===== config.mk =====
export PLATFORM = sky130hd
export DESIGN_NAME = mt_temper
export DESIGN_NICKNAME = d
export VERILOG_FILES = /design/src/rtl/core/mt_pkg.sv /design/src/rtl/core/mt_temper.sv
export SDC_FILE = /design/constraint.sdc
export NUM_CORES = 1
export LEC_CHECK = 0
export BUFFER_PORTS_ARGS = -buffer_cell sky130_fd_sc_hd__buf_2
export CAP_MARGIN = 25
export CORE_MARGIN = 2
export CORE_UTILIZATION = 38
export DETAILED_ROUTE_END_ITERATION = 8
export PLACE_DENSITY = 0.85
export SETUP_SLACK_MARGIN = 0.2
export SLEW_MARGIN = 20
export SYNTH_ARGS = -nofsm -noshare
export SYNTH_HDL_FRONTEND = slang
export SYNTH_SLANG_ARGS = --single-unit

===== constraint.sdc =====
create_clock -name vclk -period 1.4
set_input_delay 0.14 -clock vclk [all_inputs]
set_output_delay 0.14 -clock vclk [all_outputs]
set_load 0.03 [all_outputs]

===== src/rtl/core/mt_pkg.sv =====
// Shared constants and types for the MT19937 random word generator.
package mt_pkg;

    // Word width of the generator state and output.
    localparam int WORD_W = 32;

    // Default table geometry.
    localparam int STATE_WORDS_DEF   = 624;
    localparam int MIDDLE_OFFSET_DEF = 397;

    // Recurrence and tempering constants.
    localparam logic [WORD_W-1:0] DEFAULT_SEED  = 32'd5489;
    localparam logic [WORD_W-1:0] TWIST_MATRIX  = 32'h9908_b0df;
    localparam logic [WORD_W-1:0] TEMPER_MASK_B = 32'h9d2c_5680;
    localparam logic [WORD_W-1:0] TEMPER_MASK_C = 32'hefc6_0000;
    localparam logic [WORD_W-1:0] INIT_MULT     = 32'h6c07_8965;
    localparam logic [WORD_W-1:0] UPPER_BIT     = 32'h8000_0000;
    localparam logic [WORD_W-1:0] LOWER_BITS    = 32'h7fff_ffff;

    // Sequencer states.
    typedef enum logic [2:0] {
        S_FILL,
        S_IDLE,
        S_TW_PRIME,
        S_TW_RD,
        S_TW_WR,
        S_GEN_RD,
        S_GEN_OUT
    } state_t;

endpackage


===== src/rtl/core/mt_temper.sv =====
// Output tempering transform applied to a raw state word.
module mt_temper
    import mt_pkg::*;
(
    input  logic [WORD_W-1:0] word_in,
    output logic [WORD_W-1:0] word_out
);

    logic [WORD_W-1:0] y1;
    logic [WORD_W-1:0] y2;
    logic [WORD_W-1:0] y3;

    // Four shift-and-mask steps of the standard tempering.
    always_comb
    begin
        y1       = word_in ^ (word_in >> 11);
        y2       = y1 ^ ((y1 << 7) & TEMPER_MASK_B);
        y3       = y2 ^ ((y2 << 15) & TEMPER_MASK_C);
        word_out = y3 ^ (y3 >> 18);
    end

endmodule

==> flow_summary.yaml, run 1 <==
placement:
  dpl.hpwl_mm: 2.89
  port_buffers: 64
  gp_congestion: 0.683
outcome:
  tool.error: "[ERROR DPL-0033] detailed placement checks failed during check placement."
  run_status: "stopped before the end"
  stop_stage: "detailed placement"
synthesis:
  synth_most_common_cell: "xnor2_1"
  synth_top_area_share_pct: 44.2
  synth_warnings: 0
  synth_nets: 89
  synth.area.top_cells: "xnor2_1 (44%), xnor3_1 (21%), xor2_1 (18%)"
  synth_top_area_cell: "xnor2_1"
  seq_area_frac_synth_pct: 0
  ys_types: 6
  syn_area_per_cell_um2: 11.1
  syn_area_um2: 634
  synthTopCellsByCount: "xnor2_1 (32), xor2_1 (13), xnor3_1 (6)"
  synth_cells: 57
floorplan:
  ios: 64
  initial_utilization_pct: 41.2
  die_w_um: 44.9
  rows: 14
  die_h_um: 44.9
-- stage by stage --
| stage | area [um2] | hold slack [ns] | instances | setup TNS [ns] |
|---|---|---|---|---|
| after global placement | 1490 | 0.629 | 153 | -0.252 |
| after floorplan | 1030 | 0.370 | 57 | -0.0242 |
-- cells by family after synthesis --
group     share of synthesized area [%]
XOR/XNOR                            100
==> run 2, diff against run 1 <==
Settings changed: CORE_AREA set to 2 2 63 65, CORE_MARGIN 2 to not set, CORE_UTILIZATION 38 to not set, DIE_AREA set to 0 0 65 67, PLACE_DENSITY 0.85 to not set, PLACE_DENSITY_LB_ADDON set to 0.15, SETUP_SLACK_MARGIN 0.2 to not set.
==> run 2 against run 1 <==
  * The run now ends clean
  * Synthesized cell count unchanged
  * Synthesized area unchanged
==> flow_summary.yaml, run 2 <==
sta:
  rsz0062_at_grt: "true"
  min_period_ns: 1.38
  relSlewSlack_pct: 73.9
  worst_slew_pin_slew_ns: 0.389
  hold_viol: 0
  finalMaxSlewViolations: 0
  setup_ws_ns: 0.0207
  fmax_mhz: 725
  fin_crit_sh_pct: 98.5
  finalSetupViolations: 0
route:
  drt-pass1-iter-count: 2
  drcViolationCount: 0
  wl_per_cell_um: 8.89
  drtIter0Drc: 7
  vias: 675
  drt_wl_total_mm: 1.68
  routed_via_density: 3.57
  ant_nets: 0
synthesis:
  synth_top_area_share_pct: 44.2
  synth_cells: 57
  synth-compound-area-share_pct: 0
  synth_most_common_cell: "xnor2_1"
  synth-simple-area-share_pct: 0
  synth_nets: 89
  yosys.area_share.xor_xnor_pct: 100
  ys_types: 6
  synth_warnings: 0
  syn_area_um2: 634
  synthTopCellsByCount: "xnor2_1 (32), xor2_1 (13), xnor3_1 (6)"
  synth_top_family_by_area: "XOR/XNOR gates"
  syn_area_per_cell_um2: 11.1
  synth.area.top_cells: "xnor2_1 (44%), xnor3_1 (21%), xor2_1 (18%)"
  synth.mux.area_fraction_pct: 0
  synth_top_area_cell: "xnor2_1"
  synthAdderAreaFrac_pct: 0
  seq_area_frac_synth_pct: 0
floorplan:
  die_h_um: 67
  core_area_um2: 3610
  initial_utilization_pct: 17.6
  ios: 64
  die_area_um2: 4360
  die_w_um: 65
  rows: 22
cells_and_area:
  utilization_pct: 40.6
  layout_commonest_cell: "buf_2"
  antennaDiodeCount: 0
  drive_gt1_share_pct: 79.4
  layout.nets: 175
  synthToLayoutAreaGrowth_pct: 131
  design.seq.count: 0
  seq_area_um2: 0
  clkbuf_count: 0
  final_cell_mix: "buf_2 (48), buf_4 (21), xnor2_1 (19)"
  final_cells: 189
power:
  pwr-share-comb_pct: 100.0
  power.internal_mw: 0.744
  p_leak_nw: 0.736
  clock_power_share_pct: 0
  ir_drop_mv: 0.419
  p_per_area_nw_per_um2: 1100
  p_sw_share_pct: 53.9
  p_seq_share_pct: 0
  switchingPower_mw: 0.872
grt:
  antenna_found_initial: 0
  grt_start_max_net_pins: 5
  grt_pass1_vias: 617
  grt_pass1_wl_mm: 2.72
  grt_use_total_pct: 7.41
  overflow: 0
outcome:
  run_status: "finished, final reports clean"
worst_hold_path:
  hp-class: "in2out"
  hold_start: "word_in[21]"
setup_path:
  cp_max_fo: 3
  critPathRequiredTime_ns: 1.26
  cp-end-kind: "primary output"
  cp-start-kind: "primary input"
  crit_path_start: "word_in[22]"
  critPathKind: "in2out"
  crit_arrival_ns: 1.24
job:
  drv_cap: 0
placement:
  dpl.hpwl_mm: 1.54
  gp_congestion: 0.628
  dp_cells: 187
  port_buffers: 64
  pre_cts_slack_ns: -0.0457
clock_network:
  cts_hold_buf: 0
run 2: final cells by class:
class | instances | area, um2
fillers | 363 | 2140
repair buffers | 84 | 567
well taps | 48 | 60.1
multi-input cells | 57 | 838
run 2: final timing paths:
path / end / cells past startpoint / slack (ns)
setup / recovery: word_out[11] / 7 / 0.02
hold / removal: word_out[28] / 3 / 0.61
run 2: through the flow:
step	hold slack [ns]	setup TNS, ns	instance area, um2	power, mW
6_report	0.609	0	1470	1.62
5_1_grt	0.619	-0.00912	1470	1.70
4_1_cts	0.609	0	1410	1.58
3_5_place_dp	0.609	-0.230	1310	1.46
3_3_place_gp	0.614	-0.189	1310	1.46
2_1_floorplan	0.409	-0.128	798	1.05
run 2: worst max-delay path, stage by stage:
cell	delay [ns]
buf_4	0.13
xnor2_4	0.12
buf_6	0.12
buf_4	0.12
buf_4	0.12
xnor3_1	0.33
buf_6	0.15
run 2: kinds of logic after synthesis:
group | after synthesis
xor gates and xnor gates | 57
run 2: timing repair:
item / CTS / global route
setup buffers: 3 / 1
gates resized for setup: 20 / 18
endpoints found under the setup margin: 8 / 9
pin swaps: 9 / 15
run 2: routing by layer:
layer	vias to the layer above	share of wire, %	global-route usage, %
li1	340	-	-
met4	0	0	0
met2	29	53	13.3
met5	-	0	0
met3	0	8.8	0.338
met1	306	39	10.4
run 2: power groups by stage:
| stage | Clock, mW | Combinational (mW) | Sequential (mW) |
|---|---|---|---|
| 2_1_floorplan | 0 | 1.05 | 0 |
| 3_3_place_gp | 0 | 1.46 | 0 |
| 3_5_place_dp | 0 | 1.46 | 0 |
| 4_1_cts | 0 | 1.58 | 0 |
| 5_1_grt | 0 | 1.70 | 0 |
| 6_report | 0 | 1.62 | 0 |
Power figures use the tool's default switching activity.
==> run 3, diff against run 2 <==
Clock period 1.4 ns to 1.6 ns, I/O delays scaled along.
==> run 3 against run 2 <==
  * Flip-flop and latch count unchanged
  * Sequential share of layout area unchanged
  * Combinational power down 31%
  * Cell count fell by 7.4%
  * Clock-buffer cell count is the same
  * Hold slack improved by 0.056 ns
  * Critical path depth decreased by 2
  * Non-clock buffer count fell by 14
  * Worst setup slack better by 0.064 ns
  * Die area stayed put
  * First-iteration DRC count fell by 43%
  * Largest power group unchanged
  * Highest routed layer unchanged
==> flow_summary.yaml, run 3 (same netlist as run 2, synthesis figures left out) <==
placement:
  gp_congestion: 0.682
  postPlaceCellArea_um2: 1120
  port_buffers: 64
  dpl.hpwl_mm: 1.52
sta:
  hold_viol: 0
  fmax_mhz: 660
  min_period_ns: 1.52
  finalMaxSlewViolations: 0
  rsz0062_at_grt: "false"
  relSlewSlack_pct: 72.0
  fin_crit_sh_pct: 94.7
  worst_slew_pin_slew_ns: 0.416
  fin_hold_ws_ns: 0.665
  finalSetupViolations: 0
clock_network:
  postCtsSetupBuffers: 0
  post_cts_resized: 0
  cts_hold_buf: 0
job:
  drv_cap: 0
cells_and_area:
  layout_commonest_cell: "buf_2"
  layout.nets: 161
  antennaDiodeCount: 0
  seq_area_um2: 0
  multiInputGateArea_um2: 694
  design.seq.count: 0
  fillers: 371
  utilization_pct: 31.1
  synthToLayoutAreaGrowth_pct: 76.5
  design_area_um2: 1120
  clkbuf_count: 0
  drive_gt1_share_pct: 65.4
  final_cell_mix: "buf_2 (64), xnor2_1 (26), xor2_1 (11)"
route:
  drt-pass1-iter-count: 2
  routed_via_density: 3.49
  drcViolationCount: 0
  wl_per_cell_um: 9.01
  vias: 610
  drtIter0Drc: 4
  drt_wl_total_mm: 1.58
  ant_nets: 0
power:
  p_per_area_nw_per_um2: 999
  p_leak_nw: 0.584
  clock_power_share_pct: 0
  p_sw_share_pct: 61.9
  pwr-share-comb_pct: 100.0
  switchingPower_mw: 0.692
  p_seq_share_pct: 0
  ir_drop_mv: 0.262
  power.internal_mw: 0.426
setup_path:
  critPathKind: "in2out"
  cp_max_fo: 3
  cp-start-kind: "primary input"
  cp-end-kind: "primary output"
  crit_arrival_ns: 1.36
  critPathRequiredTime_ns: 1.44
floorplan:
  die_w_um: 65
  rows: 22
  ios: 64
  die_h_um: 67
  initial_utilization_pct: 17.6
  core_area_um2: 3610
  die_area_um2: 4360
grt:
  overflow: 0
  antenna_found_initial: 0
  grt_start_max_net_pins: 5
  grt_pass1_wl_mm: 2.30
  grt_pass1_vias: 589
  grt_use_total_pct: 6.31
worst_hold_path:
  hp-class: "in2out"
outcome:
  run_status: "finished, final reports clean"
[run 3: cell count changes in the layout (fill, tap and decap cells not counted)]
| cell | before | now |
|---|---|---|
| buf_2 | 48 | 64 |
| xor2_1 | 7 | 11 |
| buf_6 | 15 | 0 |
| xnor2_4 | 5 | 0 |
| xor2_2 | 7 | 3 |
| xnor3_2 | 3 | 0 |
| xnor2_2 | 12 | 10 |
| xnor3_1 | 3 | 6 |
| xor3_2 | 1 | 0 |
| xor3_1 | 0 | 1 |
| buf_4 | 21 | 6 |
| xnor2_1 | 19 | 26 |
[run 3: worst paths after layout]
kind / startpoint / end / slack (ns) / cells after the start
min: word_in[21] / word_out[28] / 0.67 / 3
max: word_in[7] / word_out[4] / 0.08 / 5
[run 3: cell type report]
cell class | count | share of cell area (%)
Timing Repair Buffer | 70 | 32.6
Multi-Input combinational cell | 57 | 62.0
Tap cell | 48 | 5.36
[run 3: power groups by stage]
stage / Clock (mW) / Sequential, mW / Combinational [mW]
after global routing: 0 / 0 / 1.18
after floorplan: 0 / 0 / 0.822
after global placement: 0 / 0 / 1.13
final: 0 / 0 / 1.12
after CTS: 0 / 0 / 1.13
after detailed placement: 0 / 0 / 1.13
[run 3: per-layer routing]
layer / share of wire [%] / GRT usage, % / up-vias / wire, um
met5: 0 / 0 / - / 0
met4: 0 / 0 / 0 / 0
met3: 5.7 / 0 / 0 / 90
met2: 55 / 13.4 / 26 / 859
met1: 40 / 7.40 / 267 / 626
li1: - / - / 317 / -
[run 3: worst max-delay path, cell delays in order]
cell and delay (ns):
buf_2 0.11, xnor2_2 0.29, xor3_1 0.43, xnor2_2 0.16, buf_2 0.21
[run 3: through the flow]
step	power (mW)	setup WS, ns	TNS, ns	std cells
2_1_floorplan	0.822	-0.115	-0.115	57
3_3_place_gp	1.13	0.0928	0	175
3_5_place_dp	1.13	0.0797	0	175
4_1_cts	1.13	0.0755	0	175
5_1_grt	1.18	0.0258	0	175
6_report	1.12	0.0847	0	175
